==> src/rtl/sorted_list_insert_delete_macros.svh <==
// ----------------------------------------------------------------------------
// Sorted list assertion macros
// Shared concurrent assertion forms for the sorted list block.
// ----------------------------------------------------------------------------
`ifndef SORTED_LIST_INSERT_DELETE_MACROS_SVH
`define SORTED_LIST_INSERT_DELETE_MACROS_SVH

// Same-cycle implication, disabled while reset is asserted.
`define SLI_ASSERT_NOW(lbl, clk, rst_n, ante, cons, msg) \
    lbl: assert property (@(posedge clk) disable iff (!rst_n) (ante) |-> (cons)) \
        else $error(msg);

// Next-cycle implication, disabled while reset is asserted.
`define SLI_ASSERT_NEXT(lbl, clk, rst_n, ante, cons, msg) \
    lbl: assert property (@(posedge clk) disable iff (!rst_n) (ante) |=> (cons)) \
        else $error(msg);

`endif

==> src/rtl/sli_pkg.sv <==
// ----------------------------------------------------------------------------
// Sorted list package
// Word types, operation and status codes, and the cell control bundle.
// ----------------------------------------------------------------------------
package sli_pkg;

    localparam int SLI_CAPACITY = 64;

    typedef logic signed [31:0] t_value;

    typedef enum logic {
        OP_INSERT = 1'b0,
        OP_DELETE = 1'b1
    } t_op;

    typedef enum logic [1:0] {
        ST_DONE      = 2'd0,
        ST_NOT_FOUND = 2'd1,
        ST_FULL      = 2'd2
    } t_status;

    typedef struct packed {
        t_op    operation;
        t_value item_value;
    } t_in_word;

    typedef struct packed {
        t_status    status;
        logic [6:0] entries_held;
    } t_out_word;

    // Broadcast to every cell of the chain.
    typedef struct packed {
        logic   shift_in;   // insert: open a gap and write the value
        logic   shift_out;  // delete: close the gap at the first equal value
        t_value value;
    } t_cell_ctl;

endpackage

==> src/rtl/sli_cell.sv <==
// ----------------------------------------------------------------------------
// Sorted list cell
// Holds one entry, compares it with the broadcast value and shifts with
// its neighbours.
// ----------------------------------------------------------------------------
module sli_cell (
    input  logic              i_clk,
    input  sli_pkg::t_cell_ctl i_ctl,
    input  logic              i_held,
    input  sli_pkg::t_value   i_left_value,
    input  logic              i_left_lt,
    input  sli_pkg::t_value   i_right_value,
    output sli_pkg::t_value   o_value,
    output logic              o_lt,
    output logic              o_eq
);
    import sli_pkg::*;

    t_value r_value;
    t_value n_value;

    assign o_lt = i_held && (r_value < i_ctl.value);
    assign o_eq = i_held && (r_value == i_ctl.value);

    always_comb begin
        n_value = r_value;
        if (i_ctl.shift_in && !o_lt) begin
            // The first cell not below the value takes it; later ones move up.
            n_value = i_left_lt ? i_ctl.value : i_left_value;
        end else if (i_ctl.shift_out && i_held && !o_lt) begin
            n_value = i_right_value;
        end
    end

    always_ff @(posedge i_clk) begin
        r_value <= n_value;
    end

    assign o_value = r_value;

endmodule

==> config.mk <==
export PLATFORM = sky130hd
export DESIGN_NAME = sli_cell
export DESIGN_NICKNAME = d
export VERILOG_FILES = /design/src/rtl/sorted_list_insert_delete_macros.svh /design/src/rtl/sli_pkg.sv /design/src/rtl/sli_cell.sv
export SDC_FILE = /design/constraint.sdc
export NUM_CORES = 1
export LEC_CHECK = 0
export BUFFER_PORTS_ARGS = -buffer_cell sky130_fd_sc_hd__buf_2
export CAP_MARGIN = 20
export CELL_PAD_IN_SITES_DETAIL_PLACEMENT = 1
export CELL_PAD_IN_SITES_GLOBAL_PLACEMENT = 2
export CORE_MARGIN = 2
export CORE_UTILIZATION = 29
export CTS_CLUSTER_DIAMETER = 100
export DETAILED_ROUTE_END_ITERATION = 16
export MAX_ROUTING_LAYER = met4
export PLACE_DENSITY = 0.86
export SYNTH_ARGS = -nofsm -noshare
export SYNTH_HDL_FRONTEND = slang
export SYNTH_SLANG_ARGS = --single-unit
==> constraint.sdc <==
create_clock -name i_clk -period 7.3 [get_ports i_clk]
set_clock_uncertainty 0.1 [all_clocks]
set_input_delay 1.095 -clock i_clk [delete_from_list [all_inputs] [get_ports i_clk]]
set_output_delay 1.095 -clock i_clk [all_outputs]
set_load 0.02 [all_outputs]
==> reports/qor.yml, run 1 <==
postSynthCellCount: 226
cts_buffer_depth: 2
hold_end: "o_value[5]"
place.gp.congestion: 0.774
ctsResizeCount: 0
fin_crit_ns: 4.40
setup_viol: 0
netlist_top_cells_area: "edfxtp_1 37%, mux2_2 27%, ha_1 15%"
ys_warn_count: 0
max_freq_mhz: 227
worstReg2RegEnd: "o_value[17]"
drive_gt1_frac: 0.575
outcome: "finished clean"
die_area_um2: 9690
r2r_slack_ns: 3.92
tightest_slew_ns: 1.01
timing.final.crit_share: 0.603
synth_seq_cells: 32
fill_cells: 1025
postCtsSetupBuffers: 0
dpl.hpwl_um: 6010
cts_hold_buf: 0
largest_reg_flops: 32
antenna_cells_inserted: 0
grt_first_pass_wirelength_um: 12200
critPathMaxFanout: 2
ant_nets: 0
use_met2: 0.296
p_per_area_nw_per_um2: 200
grt_antenna_before_repair: 0
synth.avg_cell_area_um2: 11.4
drt_iter0_markers: 46
rr_worst_depth: 7
hold_start: "i_right_value[5]"
fin_tns_setup_ns: 0
clk_pin_slew_worst_paths_ns: 0.08
synth_top_area_share: 0.372
grt_max_degree: 33
synth_cell_types: 25
leakagePower_nw: 1.68
hold_viol: 0
drtPass1Iterations: 3
fin_nets: 494
yosys.area.top_type: "edfxtp_1"
wirelength_um: 7470
met1_usage: 0.180
row_count: 34
cts_tree: "done"
crit_required_ns: 6.11
die_height_um: 98.4
holdPathStages: 2
finalMaxSlewViolations: 0
worst_setup_path_start_kind: "input port"
numPortBuffers: 134
syn_area_um2: 2590
routed_via_density: 4.69
holdCritPathClass: "in -> reg"
clock-sinks: 32
yosysSeqAreaShare: 0.372
clock_latency_ns: 0.29
numCtsBuffers: 5
power_mw: 0.697
rr_startpoint: "o_value[14]"
busiest_layer: "met2"
detail_route.wl_per_cell_um: 15.9
grt_pass1_vias: 2556
grt_overflow: 0
ir_worst_vdd_v: 0.0000906
syn_nets: 359
rsz0062_at_grt: "false"
vias: 2206
critical_path_class: "in -> out"
drcViolationCount: 0
max_slew_margin: 0.326
grt_usage: 0.164
die_x_um: 98.4
cp-end-kind: "output pin"
initial_utilization: 0.298
syn_to_final_growth_pct: 34.4
grt_use_met3: 0.0291
coreArea_um2: 8680
drv_cap: 0
cts_root_buffer: "clkbuf_8"
ios: 135
cp.arrival_ns: 3.21
htreeDepth: 2
## worst max-delay path, cell delays in order
cell     delay [ns]
buf_2          0.10
inv_1          0.05
ha_1           0.30
a21oi_1        0.14
o21ai_0        0.11
a221o_1        0.39
or3_4          0.39
o21ai_0        0.38
buf_2          0.25
## power breakdown
| part | leakage [nW] | internal, mW | total (mW) | switching (mW) |
|---|---|---|---|---|
| sequential | 0.312 | 0.246 | 0.262 | 0.0157 |
| combinational | 1.32 | 0.115 | 0.261 | 0.146 |
| clock | 0.0532 | 0.0996 | 0.174 | 0.0746 |
## layout make-up
cell class                      instances  area, um2  share of cell area
Timing Repair Buffer                  135        691               0.199
Tap cell                              108        135              0.0389
Clock buffer                            5       68.8              0.0198
Clock inverter                          3       37.5              0.0108
Inverter                               33        124              0.0356
Sequential cell                        32        961               0.276
Multi-Input combinational cell        154       1460               0.420
## logic make-up after synthesis
logic type               Yosys count  share of synthesized area
AO/OA/AOI/OAI                     29                     0.0721
AND/OR/NAND/NOR                   29                     0.0561
multiplexers                      64                      0.279
buffers and inverters             40                     0.0668
adder cells (fa/ha/maj)           32                      0.155
flip-flops                        32                      0.372
## placed cells by master (no fill, tap or decap), types with 2 or more instances in the layout
master / synthesis / final
nand3_1: 2 / 2
mux2_1: 2 / 2
nand4_1: 5 / 5
buf_2: 0 / 134
edfxtp_1: 32 / 32
clkinv_1: 0 / 2
nor2_1: 5 / 4
ha_1: 32 / 32
nor4_1: 2 / 2
mux2_2: 62 / 62
a21oi_1: 16 / 16
o21ai_0: 6 / 6
inv_1: 33 / 33
clkbuf_8: 0 / 5
nand2_1: 11 / 11
## how the worst max path moves through the flow
stage / startpoint / slack, ns / end / cells past startpoint
final: i_ctl[17] / 2.90 / o_lt / 9
after global placement: i_ctl[19] / 2.87 / o_lt / 9
after floorplan: i_ctl[14] / 2.70 / o_value[0] / 8
after global routing: i_ctl[19] / 2.73 / o_lt / 9
after detailed placement: i_ctl[17] / 2.85 / o_lt / 9
after CTS: i_ctl[17] / 2.85 / o_lt / 9
## per-stage QoR
| step | worst slack [ns] | area, um2 | hold slack, ns | utilization | cells |
|---|---|---|---|---|---|
| 2_1_floorplan | 2.70 | 2590 | 1.17 | - | 226 |
| 3_3_place_gp | 2.87 | 3350 | 1.29 | 0.386 | 461 |
| 3_5_place_dp | 2.85 | 3370 | 1.18 | 0.388 | 462 |
| 4_1_cts | 2.85 | 3480 | 0.987 | 0.401 | 470 |
| 5_1_grt | 2.73 | 3480 | 0.994 | 0.401 | 470 |
| 6_report | 2.90 | 3480 | 0.994 | 0.401 | 470 |
## synth_stat cells
library cell	number
or3_4	1
a22oi_1	1
a31oi_2	1
a21o_1	1
nor4_1	2
nand3_1	2
nor2b_1	1
nand2_1	11
a21oi_1	16
clkbuf_1	4
nor2_1	5
and3_1	1
o211ai_4	1
a21bo_2	1
mux2_1	2
edfxtp_1	32
nand3b_1	1
o21ai_0	6
inv_1	33
buf_6	3
mux2_2	62
a221o_1	1
nand4_1	5
ha_1	32
o211ai_1	1
## routing by layer
layer  part of all wire  wire (um)
met2               0.53       3930
met3              0.042        315
met4              0.026        195
met5                  0          0
met1               0.41       3030
Power figures use the tool's default switching activity.
==> run 2, diff against run 1 <==
--- a/config.mk
+++ b/config.mk
@@ -10,11 +10,11 @@
 export CELL_PAD_IN_SITES_DETAIL_PLACEMENT = 1
 export CELL_PAD_IN_SITES_GLOBAL_PLACEMENT = 2
 export CORE_MARGIN = 2
-export CORE_UTILIZATION = 29
+export CORE_UTILIZATION = 27
 export CTS_CLUSTER_DIAMETER = 100
 export DETAILED_ROUTE_END_ITERATION = 16
 export MAX_ROUTING_LAYER = met4
-export PLACE_DENSITY = 0.86
+export PLACE_DENSITY = 0.81
 export SYNTH_ARGS = -nofsm -noshare
 export SYNTH_HDL_FRONTEND = slang
 export SYNTH_SLANG_ARGS = --single-unit
==> constraint.sdc (replaced) <==
create_clock -name i_clk -period 4.5 [get_ports i_clk]
set_clock_uncertainty 0.1 [all_clocks]
set_input_delay 0.675 -clock i_clk [delete_from_list [all_inputs] [get_ports i_clk]]
set_output_delay 0.675 -clock i_clk [all_outputs]
set_load 0.02 [all_outputs]
==> run 2 against run 1 <==
- routed wire length decreased by 0.67%
- total power increased by 52%
- setup slack worse by 2.0 ns
- sequential power is 63% higher
- register-to-register slack worse by 2.7 ns
- combinational power rose by 64%
- critical path depth is the same
- core utilization down 2.5 points
- cell count rose by 4.9%
- cell area increased by 0.18%
- non-clock buffer count up 3
- largest cell class unchanged
- highest routed layer unchanged
==> reports/qor.yml, run 2 (synthesis gave the netlist of run 1 again) <==
ant_nets: 0  # unchanged
finalMaxSlewViolations: 0  # unchanged
cp.arrival_ns: 2.81  # -0.40 ns
grt_overflow: 0  # unchanged
final_cells: 493  # +4.9%
wirelength_um: 7420  # -0.67%
leakagePower_nw: 1.68  # -0.29%
postCtsSetupBuffers: 0  # unchanged
outcome: "finished clean"
grt_pass1_vias: 2398  # -6.2%
max_slew_margin: 0.495  # +0.168
fin_nets: 497  # +0.61%
dpl.hpwl_um: 6310  # +5.0%
initial_utilization: 0.279  # -0.0194
fin_crit_ns: 3.58
cts_hold_buf: 0  # unchanged
htreeDepth: 2  # unchanged
place.gp.congestion: 0.752  # -2.9%
grt_antenna_before_repair: 0  # unchanged
numCtsBuffers: 5  # unchanged
drive_gt1_frac: 0.577  # +0.00234
drcViolationCount: 0  # unchanged
seq_area_um2: 961  # unchanged
cp-end-kind: "output pin"
die_x_um: 102  # +3.5%
die_area_um2: 10400  # +7.1%
timing.final.crit_share: 0.796
drtPass1Iterations: 3  # unchanged
utilization: 0.375  # -0.0255
fill_cells: 1118  # +9.1%
final_cell_mix: "134 x buf_2, 62 x mux2_2, 33 x inv_1"
finalInstanceArea_um2: 3480  # +0.18%
crit_required_ns: 3.72  # -2.39 ns
vias: 2217  # +0.50%
fin_tns_setup_ns: 0  # unchanged
detail_route.wl_per_cell_um: 15.1  # -5.3%
power_mw: 1.06  # +52%
dpl_worst_slack_ns: 0.797  # -2.06 ns
numPortBuffers: 134  # unchanged
rsz0062_at_grt: "false"
syn_to_final_growth_pct: 34.7
largest_reg_flops: 32  # unchanged
antenna_cells_inserted: 0  # unchanged
placed_cell_area_um2: 3410  # +1.1%
ios: 135  # unchanged
cts_buffer_depth: 2  # unchanged
worst_setup_path_start_kind: "input port"
clock_latency_ns: 0.28  # about the same
cts_root_buffer: "clkbuf_8"
ctsResizeCount: 0  # unchanged
max_freq_mhz: 279
place_inst: 486  # +5.2%
grt_usage: 0.149  # -0.0144
drv_cap: 0  # unchanged
tightest_slew_ns: 0.758  # -0.250 ns
critical_path_class: "in -> out"
row_count: 35  # +2.9%
critPathMaxFanout: 2  # unchanged
grt_first_pass_wirelength_um: 11700  # -4.7%
p_per_area_nw_per_um2: 304  # +52%
fin_ws_ns: 0.916  # -1.98 ns
die_height_um: 102  # +3.5%
drt_iter0_markers: 57  # +24%
multi_input_area_um2: 1460  # unchanged
clk_pin_slew_worst_paths_ns: 0.07  # about the same
setup_viol: 0  # unchanged
coreArea_um2: 9280  # +7.0%
holdCritPathClass: "in -> reg"
routed_via_density: 4.50  # -4.2%
clock-sinks: 32  # unchanged
ir_worst_vdd_v: 0.000154  # +71%
grt_max_degree: 33  # unchanged
hold_viol: 0  # unchanged
cts_tree: "done"
layout_commonest_cell: "buf_2"
holdWs_ns: 0.582  # -0.412 ns
[run 2: changes by cell type in the layout (fill, tap and decap cells not counted), sizes merged]
| cell | before | now |
|---|---|---|
| buf | 135 | 138 |
| bufinv | 1 | 0 |
[run 2: worst max-delay path: stages]
cell	delay [ns]
buf_2	0.09
inv_1	0.04
ha_1	0.30
a21oi_1	0.14
o21ai_0	0.15
a221o_1	0.39
or3_4	0.39
o21ai_0	0.37
buf_2	0.25
[run 2: cell type report]
class / count / area share
multi-input cells: 154 / 0.419
flip-flops and latches: 32 / 0.276
repair buffers: 138 / 0.201
well taps: 129 / 0.0463
inverters: 33 / 0.0356
clock buffers: 5 / 0.0198
clock inverters: 2 / 0.00216
[run 2: worst paths after layout]
path | cells past startpoint | endpoint | from | slack (ns)
hold reg to reg | 4 | o_value[2] | o_value[31] | 1.22
setup / recovery | 9 | o_lt | i_ctl[19] | 0.92
hold / removal | 2 | o_value[5] | i_right_value[5] | 0.58
setup reg to reg | 8 | o_value[14] | o_value[14] | 1.23
[run 2: report_power, final]
part / switching [mW] / leakage [nW] / internal [mW] / total [mW]
Combinational: 0.237 / 1.33 / 0.190 / 0.427
Sequential: 0.0272 / 0.312 / 0.399 / 0.426
Clock: 0.105 / 0.0391 / 0.102 / 0.207
[run 2: per-layer routing]
| layer | wire length (um) | track usage |
|---|---|---|
| met1 | 3050 | 0.176 |
| met3 | 288 | 0.0212 |
| met2 | 4020 | 0.268 |
| met5 | 0 | - |
| met4 | 65 | 0.0369 |
==> run 3, diff against run 2 <==
--- a/config.mk
+++ b/config.mk
@@ -5,16 +5,17 @@
 export SDC_FILE = /design/constraint.sdc
 export NUM_CORES = 1
 export LEC_CHECK = 0
+export ABC_AREA = 1
 export BUFFER_PORTS_ARGS = -buffer_cell sky130_fd_sc_hd__buf_2
 export CAP_MARGIN = 20
 export CELL_PAD_IN_SITES_DETAIL_PLACEMENT = 1
 export CELL_PAD_IN_SITES_GLOBAL_PLACEMENT = 2
 export CORE_MARGIN = 2
-export CORE_UTILIZATION = 27
+export CORE_UTILIZATION = 21
 export CTS_CLUSTER_DIAMETER = 100
 export DETAILED_ROUTE_END_ITERATION = 16
 export MAX_ROUTING_LAYER = met4
-export PLACE_DENSITY = 0.81
+export PLACE_DENSITY = 0.75
 export SYNTH_ARGS = -nofsm -noshare
 export SYNTH_HDL_FRONTEND = slang
 export SYNTH_SLANG_ARGS = --single-unit
==> constraint.sdc (replaced) <==
create_clock -name i_clk -period 3.11 [get_ports i_clk]
set_clock_uncertainty 0.1 [all_clocks]
set_input_delay 0.4665 -clock i_clk [delete_from_list [all_inputs] [get_ports i_clk]]
set_output_delay 0.4665 -clock i_clk [all_outputs]
set_load 0.02 [all_outputs]
==> run 3 against run 2 <==
- die area is 30% higher
- synthesized cell count is 58% higher
- clock power is 130% higher
- largest cell class unchanged
- largest power group unchanged
- highest routed layer unchanged
==> reports/qor.yml, run 3 <==
crit_start: "o_value[31]"
drcViolationCount: 0  # unchanged
tightest_slew_ns: 0.770  # +0.0116 ns
outcome: "finished clean"
synth_commonest_cells: "101 x nand2_1, 46 x a21oi_1, 42 x inv_1, 40 x nor2_1, 34 x nand3_1"
cts_tree: "done"
numPortBuffers: 134  # unchanged
netlist_top_cells_area: "edfxtp_1 36%, ha_1 15%, nand2_1 14%"
grt_overflow: 0  # unchanged
synth_cell_types: 21  # -16%
critPathCapture: "o_lt"
grt_first_pass_wirelength_um: 14300  # +22%
ant_nets: 0  # unchanged
initial_utilization: 0.217  # -0.0611
place.gp.congestion: 0.792  # +5.3%
grt_pass1_vias: 3004  # +25%
vias: 2860  # +29%
numCtsBuffers: 5  # unchanged
rr_worst_depth: 13  # +5
rsz0062_at_grt: "false"
htreeDepth: 2  # unchanged
yosysSeqAreaShare: 0.363  # -0.00826
synth_edf_count: 32  # unchanged
rr_startpoint: "o_value[31]"
cts_root_buffer: "clkbuf_16"
postCtsSetupBuffers: 0  # unchanged
clock-sinks: 32  # unchanged
detail_route.wl_per_cell_um: 14.1  # -6.6%
postSynthCellCount: 357  # +58%
ir_worst_vdd_v: 0.000190  # +23%
syn_area_um2: 2650  # +2.3%
fin_nets: 621  # +25%
ys_async_sr_fraction: 0  # unchanged
clock_latency_ns: 0.27  # about the same
fin_crit_ns: 2.76
holdCritPathClass: "in -> reg"
fin_tns_setup_ns: 0  # unchanged
worst_setup_path_start_kind: "register"
leakagePower_nw: 1.97  # +17%
die_height_um: 116  # +14%
layout_commonest_cell: "buf_2"
row_count: 40  # +14%
ys_warn_count: 0  # unchanged
routed_via_density: 4.36  # -3.1%
syn_nets: 490  # +36%
synth_most_common_cell: "nand2_1"
synth_seq_cells: 32  # unchanged
synth.avg_cell_area_um2: 7.41  # -35%
final_cell_mix: "134 x buf_2, 101 x nand2_1, 46 x a21oi_1"
grt_usage: 0.140  # -0.00939
multi_input_area_um2: 1440  # -1.5%
grt_max_degree: 35  # +6.1%
cts_buffer_depth: 2  # unchanged
r2r_slack_ns: 0.39  # -0.84 ns
critical_path_class: "reg -> out"
fill_cells: 1548  # +38%
antenna_cells_inserted: 0  # unchanged
seq_area_um2: 961  # unchanged
die_x_um: 116  # +14%
ios: 135  # unchanged
worstReg2RegEnd: "o_value[23]"
yosys.area.top_type: "edfxtp_1"
largest_reg_flops: 32  # unchanged
critPathMaxFanout: 4  # +2
synth_top_area_share: 0.363  # -0.00826
timing.final.crit_share: 0.889
drtPass1Iterations: 4  # +1
wirelength_um: 9220  # +24%
cp-end-kind: "output pin"
clk_pin_slew_worst_paths_ns: 0.05  # -0.02 ns
drv_cap: 0  # unchanged
syn_to_final_growth_pct: 37.0
dpl.hpwl_um: 7370  # +17%
max_freq_mhz: 362
ctsResizeCount: 0  # unchanged
cp.arrival_ns: 2.20  # -0.61 ns
drive_gt1_frac: 0.309  # -0.267
max_slew_margin: 0.487  # -0.00776
die_area_um2: 13500  # +30%
synth_ff_type: "edfxtp_1"
setup_viol: 0  # unchanged
holdWs_ns: 0.360  # -0.222 ns
p_per_area_nw_per_um2: 485  # +59%
crit_required_ns: 2.54  # -1.18 ns
hold_viol: 0  # unchanged
coreArea_um2: 12200  # +31%
cts_hold_buf: 0  # unchanged
finalMaxSlewViolations: 0  # unchanged
drt_iter0_markers: 88  # +54%
grt_antenna_before_repair: 0  # unchanged
## run 3: cell families (layout without fill, tap and decap cells)
logic type | count (synthesis) | in the layout | synth area share
AOI/OAI and AO/OA | 51 | 51 | 0.0993
adders and majority gates | 32 | 32 | 0.151
buffers and inverters | 59 | 190 | 0.0956
DFF | 32 | 32 | 0.363
muxes | 1 | 1 | 0.00426
and+or+nand+nor | 182 | 182 | 0.286
## run 3: where the power goes
| part | internal (mW) | switching [mW] |
|---|---|---|
| combinational | 0.243 | 0.426 |
| sequential | 0.579 | 0.0426 |
| clock | 0.291 | 0.175 |
| total | 1.11 | 0.643 |
## run 3: how the worst min path moves through the flow
stage / from / to / cells after the start
final: i_right_value[7] / o_value[7] / 3
after global routing: i_right_value[24] / o_value[24] / 3
after CTS: i_right_value[0] / o_value[0] / 3
after detailed placement: i_right_value[0] / o_value[0] / 3
after global placement: i_right_value[7] / o_value[7] / 3
after floorplan: i_right_value[0] / o_value[0] / 2
## run 3: cell type report
type / count / area share
multi-input combinational: 266 / 0.397
inverter: 42 / 0.0435
sequential: 32 / 0.265
clock buffer: 6 / 0.0356
tap: 168 / 0.0580
timing repair buffer: 141 / 0.200
clock inverter: 1 / 0.00138
## run 3: routing by layer
metal,part of all wire,vias to the layer above,global-route usage
li1,-,1434,-
met1,0.43,1326,0.173
met2,0.49,94,0.237
met3,0.071,6,0.0265
met4,0.0076,0,0.0317
met5,0,-,-
## run 3: through the flow
step | utilization | std cells | setup slack, ns | power [mW] | cell area, um2
after detailed placement | 0.287 | 649 | 0.134 | 1.31 | 3490
final | 0.298 | 656 | 0.347 | 1.76 | 3620
after global routing | 0.298 | 656 | 0.106 | 1.89 | 3620
after CTS | 0.298 | 656 | 0.276 | 1.79 | 3620
after floorplan | - | 357 | 0.0662 | 1.05 | 2650
after global placement | 0.287 | 649 | 0.208 | 1.29 | 3490
## run 3: worst max-delay path, cell delays in order (launching register included)
cell      delay (ns)
edfxtp_1        0.40
ha_1            0.37
nand2_1         0.09
nor2_1          0.15
nand2_1         0.10
nor2_1          0.18
nand2_1         0.09
nand3_1         0.12
nand3_4         0.09
inv_1           0.13
buf_2           0.21
